**config.mk**
```make
export PLATFORM = sky130hd
export DESIGN_NAME = rectangle_region_table_lookup_top
export DESIGN_NICKNAME = d
export VERILOG_FILES = /design/src/hw/rtl/rrtl_pkg.sv /design/src/hw/rtl/rectangle_region_table_lookup_top.sv /design/src/hw/rtl/rrtl_ram.sv /design/src/hw/rtl/rrtl_match.sv
export SDC_FILE = /design/constraint.sdc
export NUM_CORES = 1
export LEC_CHECK = 0
export BUFFER_PORTS_ARGS = -buffer_cell sky130_fd_sc_hd__buf_2
export CAP_MARGIN = 40
export CELL_PAD_IN_SITES_DETAIL_PLACEMENT = 1
export CELL_PAD_IN_SITES_GLOBAL_PLACEMENT = 1
export CORE_UTILIZATION = 56
export DETAILED_ROUTE_END_ITERATION = 12
export PLACE_DENSITY_LB_ADDON = 0.12
export SLEW_MARGIN = 20
export SYNTH_ARGS = -nofsm -noshare
export SYNTH_HDL_FRONTEND = slang
export SYNTH_SLANG_ARGS = --single-unit
```
**constraint.sdc**
```tcl
create_clock -name clock -period 12 [get_ports clock]
set_clock_uncertainty 0.15 [all_clocks]
set_input_delay 1.2 -clock clock [delete_from_list [all_inputs] [get_ports clock]]
set_output_delay 1.2 -clock clock [all_outputs]
set_load 0.03 [all_outputs]
```
**src/hw/rtl/rrtl_pkg.sv**
```systemverilog
`timescale 1ns / 1ps
`default_nettype none
// ---------------------------------------------------------------------------
// rrtl_pkg
// shared types and codes for the rectangle region table lookup block
// ---------------------------------------------------------------------------
package rrtl_pkg;

   localparam int CoordWidth  = 14;
   localparam int ExtentWidth = 8;
   localparam int ParentWidth = 5;

   localparam logic [ParentWidth-1:0] PARENT_NONE = 5'd31;

   typedef enum logic [2:0] {
      MODE_LOOKUP   = 3'd0,
      MODE_REGISTER = 3'd1,
      MODE_RELEASE  = 3'd2,
      MODE_QUERY    = 3'd3,
      MODE_CLEAR    = 3'd4
   } mode_type;

   typedef enum logic [2:0] {
      ST_OK              = 3'd0,
      ST_BAD_SLOT        = 3'd1,
      ST_SLOT_BUSY       = 3'd2,
      ST_NOT_LIVE        = 3'd3,
      ST_PARENT_NOT_LIVE = 3'd4,
      ST_ZERO_SIZE       = 3'd5
   } status_type;

   typedef enum logic [2:0] {
      S_IDLE  = 3'b001,
      S_QUERY = 3'b010,
      S_SCAN  = 3'b100
   } state_type;

   typedef struct packed {
      logic [CoordWidth-1:0]  base_x;
      logic [CoordWidth-1:0]  base_z;
      logic [ExtentWidth-1:0] size_x;
      logic [ExtentWidth-1:0] size_z;
      logic [ParentWidth-1:0] parent;
   } entry_type;

   typedef struct packed {
      logic                  hit;
      logic [CoordWidth-1:0] local_x;
      logic [CoordWidth-1:0] local_z;
   } match_type;

endpackage
`default_nettype wire

```
**src/hw/rtl/rectangle_region_table_lookup_top.sv**
```systemverilog
`timescale 1ns / 1ps
`default_nettype none
// ---------------------------------------------------------------------------
// rectangle_region_table_lookup_top
// table of view slots with register, release, query, clear and tile lookup
//
// request words enter on req_* (valid/ready), one result word per request
// leaves on rsp_* (valid/ready). one request is handled at a time.
// register, release, clear and unused modes answer at the accept edge, so
// their result word is valid the next cycle. query reads the slot ram at
// accept and loads its word from the registered read data in S_QUERY.
// lookup streams slots 1 upward through the ram read port, one slot per
// cycle, and checks each in the cycle after its read; a hit ends the scan
// at the first matching slot, a miss ends it once the last slot is checked.
// live bits sit in flip-flops, the rest of each slot in the ram; a slot that
// is not live reads as empty, so reset and clear need no ram sweep. a new
// request is taken only when the result register is empty or being drained
// in the same cycle; a stalled receiver holds the result and blocks further
// requests.
// ---------------------------------------------------------------------------
module rectangle_region_table_lookup_top
   import rrtl_pkg::*;
#(
   parameter int SLOT_COUNT = 16
) (
   input  wire logic                  clock,
   input  wire logic                  reset,
   input  wire logic                  req_valid,
   output      logic                  req_ready,
   input  wire logic [2:0]            req_mode,
   input  wire logic [3:0]            req_view_slot,
   input  wire logic [CoordWidth-1:0] req_corner_x,
   input  wire logic [CoordWidth-1:0] req_corner_z,
   input  wire logic [7:0]            req_extent_x,
   input  wire logic [7:0]            req_extent_z,
   input  wire logic [3:0]            req_parent_slot,
   input  wire logic [CoordWidth-1:0] req_tile_x,
   input  wire logic [CoordWidth-1:0] req_tile_z,
   output      logic                  rsp_valid,
   input  wire logic                  rsp_ready,
   output      logic [2:0]            rsp_status,
   output      logic [3:0]            rsp_home_slot,
   output      logic [CoordWidth-1:0] rsp_local_x,
   output      logic [CoordWidth-1:0] rsp_local_z,
   output      logic                  rsp_slot_live,
   output      logic [4:0]            rsp_slot_parent
);

   localparam int SW = $clog2(SLOT_COUNT);
   localparam logic [6:0]    SlotLimit = 7'(SLOT_COUNT);
   localparam logic [SW-1:0] LastSlot  = SW'(SLOT_COUNT - 1);
   localparam logic [SW-1:0] FirstSlot = SW'(1);

   state_type state_ff, state_in;
   logic [SLOT_COUNT-1:0] live_ff, live_in;
   logic [3:0]            slot_ff, slot_in;
   logic [CoordWidth-1:0] tx_ff, tx_in, tz_ff, tz_in;
   logic [SW-1:0]         scan_ff, scan_in, chk_slot_ff, chk_slot_in;
   logic                  issue_done_ff, issue_done_in, chk_vld_ff, chk_vld_in;

   logic                  rsp_valid_ff, rsp_valid_in;
   logic [2:0]            rsp_status_ff, rsp_status_in;
   logic [3:0]            rsp_home_ff, rsp_home_in;
   logic [CoordWidth-1:0] rsp_lx_ff, rsp_lx_in, rsp_lz_ff, rsp_lz_in;
   logic                  rsp_live_ff, rsp_live_in;
   logic [4:0]            rsp_parent_ff, rsp_parent_in;
   logic                  rsp_load;

   logic                  req_fire, out_free;
   logic                  view_ok, parent_ok, query_ok;
   logic [SW-1:0]         view_idx, parent_idx, query_idx;

   logic                  wr_en, rd_en;
   logic [SW-1:0]         wr_addr, rd_addr;
   entry_type             wr_entry, rd_entry;
   match_type             match;
   logic                  scan_hit;

   rrtl_ram #(
      .WIDTH ($bits(entry_type)),
      .DEPTH (SLOT_COUNT)
   ) u_slot_ram (
      .clock   (clock),
      .wr_en   (wr_en),
      .wr_addr (wr_addr),
      .wr_data (wr_entry),
      .rd_en   (rd_en),
      .rd_addr (rd_addr),
      .rd_data (rd_entry)
   );

   rrtl_match u_match (
      .entry  (rd_entry),
      .tile_x (tx_ff),
      .tile_z (tz_ff),
      .result (match)
   );

   assign out_free  = !rsp_valid_ff || rsp_ready;
   assign req_ready = (state_ff == S_IDLE) && out_free;
   assign req_fire  = req_valid && req_ready;

   assign view_ok    = {3'b000, req_view_slot} < SlotLimit;
   assign parent_ok  = {3'b000, req_parent_slot} < SlotLimit;
   assign query_ok   = {3'b000, slot_ff} < SlotLimit;
   assign view_idx   = SW'(req_view_slot);
   assign parent_idx = SW'(req_parent_slot);
   assign query_idx  = SW'(slot_ff);

   assign scan_hit = chk_vld_ff && live_ff[chk_slot_ff] && match.hit;

   always_comb begin
      state_in      = state_ff;
      live_in       = live_ff;
      slot_in       = slot_ff;
      tx_in         = tx_ff;
      tz_in         = tz_ff;
      scan_in       = scan_ff;
      chk_slot_in   = chk_slot_ff;
      issue_done_in = issue_done_ff;
      chk_vld_in    = 1'b0;

      rsp_load      = 1'b0;
      rsp_status_in = ST_OK;
      rsp_home_in   = '0;
      rsp_lx_in     = '0;
      rsp_lz_in     = '0;
      rsp_live_in   = 1'b0;
      rsp_parent_in = PARENT_NONE;

      wr_en    = 1'b0;
      wr_addr  = view_idx;
      wr_entry = '{base_x: req_corner_x, base_z: req_corner_z,
                   size_x: req_extent_x, size_z: req_extent_z,
                   parent: {1'b0, req_parent_slot}};
      rd_en    = 1'b0;
      rd_addr  = view_idx;

      case (state_ff)
         S_IDLE: begin
            if (req_fire) begin
               slot_in = req_view_slot;
               case (req_mode)
                  MODE_LOOKUP: begin
                     tx_in         = req_tile_x;
                     tz_in         = req_tile_z;
                     scan_in       = FirstSlot;
                     issue_done_in = 1'b0;
                     state_in      = S_SCAN;
                  end
                  MODE_REGISTER: begin
                     rsp_load = 1'b1;
                     if (req_view_slot == '0) begin
                        if (live_ff[0]) begin
                           rsp_status_in = ST_SLOT_BUSY;
                        end else begin
                           live_in[0] = 1'b1;
                           wr_en      = 1'b1;
                           wr_entry   = '{base_x: '0, base_z: '0, size_x: '0,
                                          size_z: '0, parent: PARENT_NONE};
                        end
                     end else if (!view_ok) begin
                        rsp_status_in = ST_BAD_SLOT;
                     end else if ((req_extent_x == '0) || (req_extent_z == '0)) begin
                        rsp_status_in = ST_ZERO_SIZE;
                     end else if (!parent_ok || !live_ff[parent_idx]) begin
                        rsp_status_in = ST_PARENT_NOT_LIVE;
                     end else if (live_ff[view_idx]) begin
                        rsp_status_in = ST_SLOT_BUSY;
                     end else begin
                        live_in[view_idx] = 1'b1;
                        wr_en             = 1'b1;
                     end
                  end
                  MODE_RELEASE: begin
                     rsp_load = 1'b1;
                     if ((req_view_slot == '0) || !view_ok) begin
                        rsp_status_in = ST_BAD_SLOT;
                     end else if (!live_ff[view_idx]) begin
                        rsp_status_in = ST_NOT_LIVE;
                     end else begin
                        live_in[view_idx] = 1'b0;
                     end
                  end
                  MODE_QUERY: begin
                     rd_en    = 1'b1;
                     state_in = S_QUERY;
                  end
                  MODE_CLEAR: begin
                     rsp_load = 1'b1;
                     live_in  = '0;
                  end
                  default: begin
                     rsp_load = 1'b1;
                  end
               endcase
            end
         end
         S_QUERY: begin
            rsp_load = 1'b1;
            state_in = S_IDLE;
            if (!query_ok) begin
               rsp_status_in = ST_BAD_SLOT;
            end else if (live_ff[query_idx]) begin
               rsp_live_in   = 1'b1;
               rsp_parent_in = rd_entry.parent;
            end
         end
         S_SCAN: begin
            rd_addr = scan_ff;
            if (!issue_done_ff) begin
               rd_en       = 1'b1;
               chk_vld_in  = 1'b1;
               chk_slot_in = scan_ff;
               if (scan_ff == LastSlot) begin
                  issue_done_in = 1'b1;
               end else begin
                  scan_in = scan_ff + FirstSlot;
               end
            end
            if (scan_hit) begin
               rsp_load    = 1'b1;
               rsp_home_in = 4'(chk_slot_ff);
               rsp_lx_in   = match.local_x;
               rsp_lz_in   = match.local_z;
               state_in    = S_IDLE;
            end else if (chk_vld_ff && (chk_slot_ff == LastSlot)) begin
               rsp_load  = 1'b1;
               rsp_lx_in = tx_ff;
               rsp_lz_in = tz_ff;
               state_in  = S_IDLE;
            end
         end
         default: begin
            state_in = S_IDLE;
         end
      endcase

      if (rsp_load) begin
         rsp_valid_in = 1'b1;
      end else if (rsp_ready) begin
         rsp_valid_in = 1'b0;
      end else begin
         rsp_valid_in = rsp_valid_ff;
      end
   end

   always_ff @(posedge clock) begin
      if (reset) begin
         state_ff     <= S_IDLE;
         live_ff      <= '0;
         rsp_valid_ff <= 1'b0;
         chk_vld_ff   <= 1'b0;
      end else begin
         state_ff     <= state_in;
         live_ff      <= live_in;
         rsp_valid_ff <= rsp_valid_in;
         chk_vld_ff   <= chk_vld_in;
      end
   end

   always_ff @(posedge clock) begin
      slot_ff       <= slot_in;
      tx_ff         <= tx_in;
      tz_ff         <= tz_in;
      scan_ff       <= scan_in;
      chk_slot_ff   <= chk_slot_in;
      issue_done_ff <= issue_done_in;
      if (rsp_load) begin
         rsp_status_ff <= rsp_status_in;
         rsp_home_ff   <= rsp_home_in;
         rsp_lx_ff     <= rsp_lx_in;
         rsp_lz_ff     <= rsp_lz_in;
         rsp_live_ff   <= rsp_live_in;
         rsp_parent_ff <= rsp_parent_in;
      end
   end

   assign rsp_valid       = rsp_valid_ff;
   assign rsp_status      = rsp_status_ff;
   assign rsp_home_slot   = rsp_home_ff;
   assign rsp_local_x     = rsp_lx_ff;
   assign rsp_local_z     = rsp_lz_ff;
   assign rsp_slot_live   = rsp_live_ff;
   assign rsp_slot_parent = rsp_parent_ff;

   // root survives any release
   assert property (@(posedge clock) disable iff (reset)
      (req_fire && (req_mode == MODE_RELEASE)) |=> (live_ff[0] == $past(live_ff[0])))
      else $error("release changed the root live bit");

   // clear leaves no live slot
   assert property (@(posedge clock) disable iff (reset)
      (req_fire && (req_mode == MODE_CLEAR)) |=> (live_ff == '0))
      else $error("clear left a live slot");

   // a lookup home slot other than root is live while its word is held
   assert property (@(posedge clock) disable iff (reset)
      (rsp_valid_ff && (rsp_home_ff != '0)) |-> live_ff[SW'(rsp_home_ff)])
      else $error("lookup word names a slot that is not live");

   // no result word is pending while a query or lookup is in flight
   assert property (@(posedge clock) disable iff (reset)
      (state_ff != S_IDLE) |-> !rsp_valid_ff)
      else $error("result word pending during a multi-cycle request");

endmodule
`default_nettype wire

```
**src/hw/rtl/rrtl_ram.sv**
```systemverilog
`timescale 1ns / 1ps
`default_nettype none
// ---------------------------------------------------------------------------
// rrtl_ram
// generic single write, single read ram with registered read data
// ---------------------------------------------------------------------------
module rrtl_ram #(
   parameter int WIDTH = 8,
   parameter int DEPTH = 16
) (
   input  wire logic                     clock,
   input  wire logic                     wr_en,
   input  wire logic [$clog2(DEPTH)-1:0] wr_addr,
   input  wire logic [WIDTH-1:0]         wr_data,
   input  wire logic                     rd_en,
   input  wire logic [$clog2(DEPTH)-1:0] rd_addr,
   output      logic [WIDTH-1:0]         rd_data
);

   logic [WIDTH-1:0] mem_ff [DEPTH];
   logic [WIDTH-1:0] rd_data_ff;

   always_ff @(posedge clock) begin
      if (wr_en) begin
         mem_ff[wr_addr] <= wr_data;
      end
      if (rd_en) begin
         rd_data_ff <= mem_ff[rd_addr];
      end
   end

   assign rd_data = rd_data_ff;

endmodule
`default_nettype wire

```
**src/hw/rtl/rrtl_match.sv**
```systemverilog
`timescale 1ns / 1ps
`default_nettype none
// ---------------------------------------------------------------------------
// rrtl_match
// half-open rectangle containment test and local offset for one entry
// ---------------------------------------------------------------------------
module rrtl_match
   import rrtl_pkg::*;
(
   input  wire entry_type             entry,
   input  wire logic [CoordWidth-1:0] tile_x,
   input  wire logic [CoordWidth-1:0] tile_z,
   output      match_type             result
);

   logic [CoordWidth:0] end_x;
   logic [CoordWidth:0] end_z;
   logic                at_origin;
   logic                in_x;
   logic                in_z;

   always_comb begin
      end_x     = {1'b0, entry.base_x} + {{(CoordWidth+1-ExtentWidth){1'b0}}, entry.size_x};
      end_z     = {1'b0, entry.base_z} + {{(CoordWidth+1-ExtentWidth){1'b0}}, entry.size_z};
      at_origin = (entry.base_x == '0) && (entry.base_z == '0);
      in_x      = (tile_x >= entry.base_x) && ({1'b0, tile_x} < end_x);
      in_z      = (tile_z >= entry.base_z) && ({1'b0, tile_z} < end_z);
      result.hit     = !at_origin && in_x && in_z;
      result.local_x = tile_x - entry.base_x;
      result.local_z = tile_z - entry.base_z;
   end

endmodule
`default_nettype wire
```
==> results_dict.tcl <==
set metrics [dict create \
    critical_path.reg2reg.startpoint "u_slot_ram.rd_data[36]" \
    chipWidth_microns 270 \
    grt_first_pass_wirelength_microns 171000 \
    crit_path_start_kind "flop" \
    final_nets 3220 \
    holdCritStartpoint "u_slot_ram.rd_data[0]" \
    port-buffer-count 129 \
    register_to_register_setup_slack_ns 6.21 \
    total_power_consumption_of_the_routed_design_mw 7.87 \
    first_global_vias 27800 \
    core_area_sq_um 70400 \
    initial_antenna_violation_count 9 \
    vias_per_cell 6.46 \
    commonest_cells_after_routing_fill_and_taps_aside "sky130_fd_sc_hd__edfxtp_1 (915), sky130_fd_sc_hd__nand2_1 (420), sky130_fd_sc_hd__a211oi_1 (250), sky130_fd_sc_hd__and2_1 (209), sky130_fd_sc_hd__a21oi_1 (153)" \
    timing.hold.ws_ns 0.365 \
    r2r_end "rsp_local_z[10]" \
    r2r.worst_path.cells 19 \
    netlist_top_cells_area "sky130_fd_sc_hd__edfxtp_1 (69%), sky130_fd_sc_hd__a211oi_1 (4.7%), sky130_fd_sc_hd__nand2_1 (4.0%), sky130_fd_sc_hd__and2_1 (3.3%), sky130_fd_sc_hd__ha_1 (2.2%)" \
    drtPass1Iterations 5 \
    final_wtd_congestion 0.876 \
    holdCritPathClass "flop to flop" \
    cts-resized-gates 0 \
    timing.final.crit_period_ns 5.79 \
    endpoint_kind "flop" \
    die_h_microns 270 \
    synth_seq_area_share_pct 69.6 \
    globalRouteOverflowTotal 0 \
    setup_total_negative_slack_ns 0 \
    yosys_warnings 0 \
    dpl_hpwl_microns 65300 \
    min_path_cells 1 \
    final_max_slew_viol_count 0 \
    mostFrequentLayoutCell "sky130_fd_sc_hd__edfxtp_1" \
    timing_worst_slew_pin_value_ns 1.13 \
    worst-setup-path-type "flop to flop" \
    crit_required_ns 12.19 \
    detail_route.wirelength_microns 114000 \
    post_cts_buffers 0 \
    postSynthCellCount 2960 \
    yosysUniqueCellTypes 69 \
    avgSynthCellArea_sq_um 13.5 \
    place_area_sq_um 42000 \
    asyncSetResetFlopFracSynth_pct 0 \
    insertion_delay_ns 0.68 \
    post_route_cells_drive_above_1_share_pct 12.5 \
    drc_violation_count_after_routing 0 \
    grt_setup_unrepaired "false" \
    postSynthRegisterBits 936 \
    synth_top_area_cell "sky130_fd_sc_hd__edfxtp_1" \
    status "completed" \
    placementRows 97 \
    start_util_pct 56.9 \
    cts_hold_repair.buffers 0 \
    syn-cell-area_sq_um 40100 \
    clock_tree.buffer_depth 3 \
    post-route-period-util_pct 48.2 \
    root_buffer "sky130_fd_sc_hd__clkbuf_16" \
    worst_hold_path.endpoint "rsp_slot_parent[0]" \
    vias 26400 \
    route.detailed.wl_per_inst_microns 28.0 \
    crit_path_cell_trace "ha_1 -> a21o_1 -> a21oi_1 -> o21bai_1 -> a21oi_1 -> o21ai_0 -> a31oi_1 -> nor2b_1 -> xnor2_1 -> ha_1 -> a2111oi_0 -> o21ai_0 -> o221a_2 -> o21a_1 -> or4b_1 -> buf_4 -> a21o_1 -> nand2_2 -> buf_12" \
    num_io_pins 130 \
    grt_usage_pct 31.3 \
    max-slew-margin-rel_pct 24.9 \
    p_leak_nw 14.9 \
    final_cell_area_sq_um 45400 \
    mappedNetlistNets 3122 \
    cts_inserted_buffers 98 \
    pwr_density_cell_nw_per_um2 174 \
    cpMaxStageDelayCell "sky130_fd_sc_hd__edfxtp_1" \
    cts_sinks 936 \
    cp_max_fo 60 \
    route.antenna.remaining_nets 0 \
    cts.clk_slew.worst_paths_ns 0.06 \
    grt_max_degree 192 \
    synth_enable_flop_cells 915 \
    hold_viol 0 \
    cp.arrival_ns 5.98 \
    die_area_sq_um 72600 \
    setup-violations-final 0 \
    layout-area-overhead-vs-synth_pct 13.2 \
    cap_violations 0 \
    max-vdd-ir-drop_uv 169 \
    ys_dominant_reg_cell "sky130_fd_sc_hd__edfxtp_1" \
    max_stage_delay_ns 0.49 \
    synthDominantCellAreaShare_pct 68.6 \
    detailedRoute.firstIterationViolations 2542 \
    achievable-frequency_ghz 0.173 \
    htreeDepth 3 \
    clock_tree_from_tritoncts "yes" \
]
-- per-stage QoR --
step	utilization, %	setup WS (ns)	instances
2_1_floorplan	-	4.97	2960
3_3_place_gp	59.2	6.19	3877
3_5_place_dp	59.7	6.23	3892
4_1_cts	64.3	6.21	4072
5_1_grt	64.5	5.74	4079
6_report	64.5	6.21	4079
-- area by class of cell --
| type | instances | area, sq um |
|---|---|---|
| sequential | 936 | 27900 |
| clock buffer | 121 | 2570 |
| clock inverter | 59 | 638 |
| antenna | 1 | 2.50 |
| timing repair buffer | 189 | 1470 |
| inverter | 44 | 165 |
| multi-input combinational | 1789 | 11500 |
| fill | 6562 | 25000 |
| tap | 940 | 1180 |
-- where the power goes --
group / leakage [nW] / internal, mW / switching (mW)
Clock: 1.57 / 1.76 / 1.30
Combinational: 4.98 / 0.320 / 0.752
Sequential: 8.38 / 3.70 / 0.0429
-- state kept, by name (all words and copies together), names as in the netlist --
register            cells
chk_vld_ff              1
issue_done_ff           1
tx_ff                  14
chk_slot_ff             4
tz_ff                  14
scan_ff                 4
live_ff                16
rsp_local_z            14
rsp_status              3
query_idx               4
rsp_home_slot           4
u_slot_ram.rd_data     49
rsp_slot_live           1
u_slot_ram.mem_ff     784
state_ff                3
rsp_local_x            14
rsp_valid               1
rsp_slot_parent         5
-- worst max-delay path by stage --
stage          cells past startpoint  slack (ns)                       to                    from
2_1_floorplan                      6        4.97  u_slot_ram.mem_ff[6][0]        req_view_slot[0]
3_3_place_gp                      18        6.19           rsp_local_z[7]  u_slot_ram.rd_data[36]
3_5_place_dp                      19        6.23          rsp_local_z[12]  u_slot_ram.rd_data[36]
4_1_cts                           19        6.21           rsp_local_z[7]  u_slot_ram.rd_data[36]
5_1_grt                           19        5.74           rsp_local_z[8]  u_slot_ram.rd_data[36]
6_report                          19        6.21          rsp_local_z[10]  u_slot_ram.rd_data[36]
-- worst max-delay path: cells and delay by family (launching register included) --
kind / cells / cell delay (ns)
DFF: 1 / 0.49
xor gates and xnor gates: 1 / 0.14
buffers and inverters: 2 / 0.56
and+or+nand+nor: 3 / 0.93
AOI/OAI and AO/OA: 11 / 2.53
adders and majority gates: 2 / 0.61
-- cells in the mapped netlist, types with 18 or more instances --
cell type,n
sky130_fd_sc_hd__nand2_1,422
sky130_fd_sc_hd__and2_0,38
sky130_fd_sc_hd__dfxtp_1,21
sky130_fd_sc_hd__a31oi_1,108
sky130_fd_sc_hd__o21ai_0,41
sky130_fd_sc_hd__nand2b_1,24
sky130_fd_sc_hd__and2_1,209
sky130_fd_sc_hd__a311oi_1,99
sky130_fd_sc_hd__nand3_1,37
sky130_fd_sc_hd__a211oi_1,250
sky130_fd_sc_hd__clkbuf_1,172
sky130_fd_sc_hd__xnor2_1,34
sky130_fd_sc_hd__a21oi_1,153
sky130_fd_sc_hd__ha_1,71
sky130_fd_sc_hd__nor3_1,30
sky130_fd_sc_hd__nor2b_1,18
sky130_fd_sc_hd__edfxtp_1,915
sky130_fd_sc_hd__nor2_1,73
sky130_fd_sc_hd__inv_1,38
-- cell families (layout without fill, tap and decap cells) --
family,Yosys count,in the layout,share of synthesized area [%]
adder cells (fa/ha/maj),75,75,2.42
AND/OR/NAND/NOR,917,917,11.1
AO/OA/AOI/OAI,730,730,12.5
buffers and inverters,235,413,2.24
other,0,1,0
XOR/XNOR,43,43,0.940
flip-flops,936,936,69.6
multiplexers,24,24,1.23
-- layer usage --
layer	track usage (%)	wire, microns
met3	4.36	7470
met4	11.6	4130
met1	40.9	45400
met2	53.4	57400
met5	0	41
No activity file was read; power rests on OpenSTA's default activity.
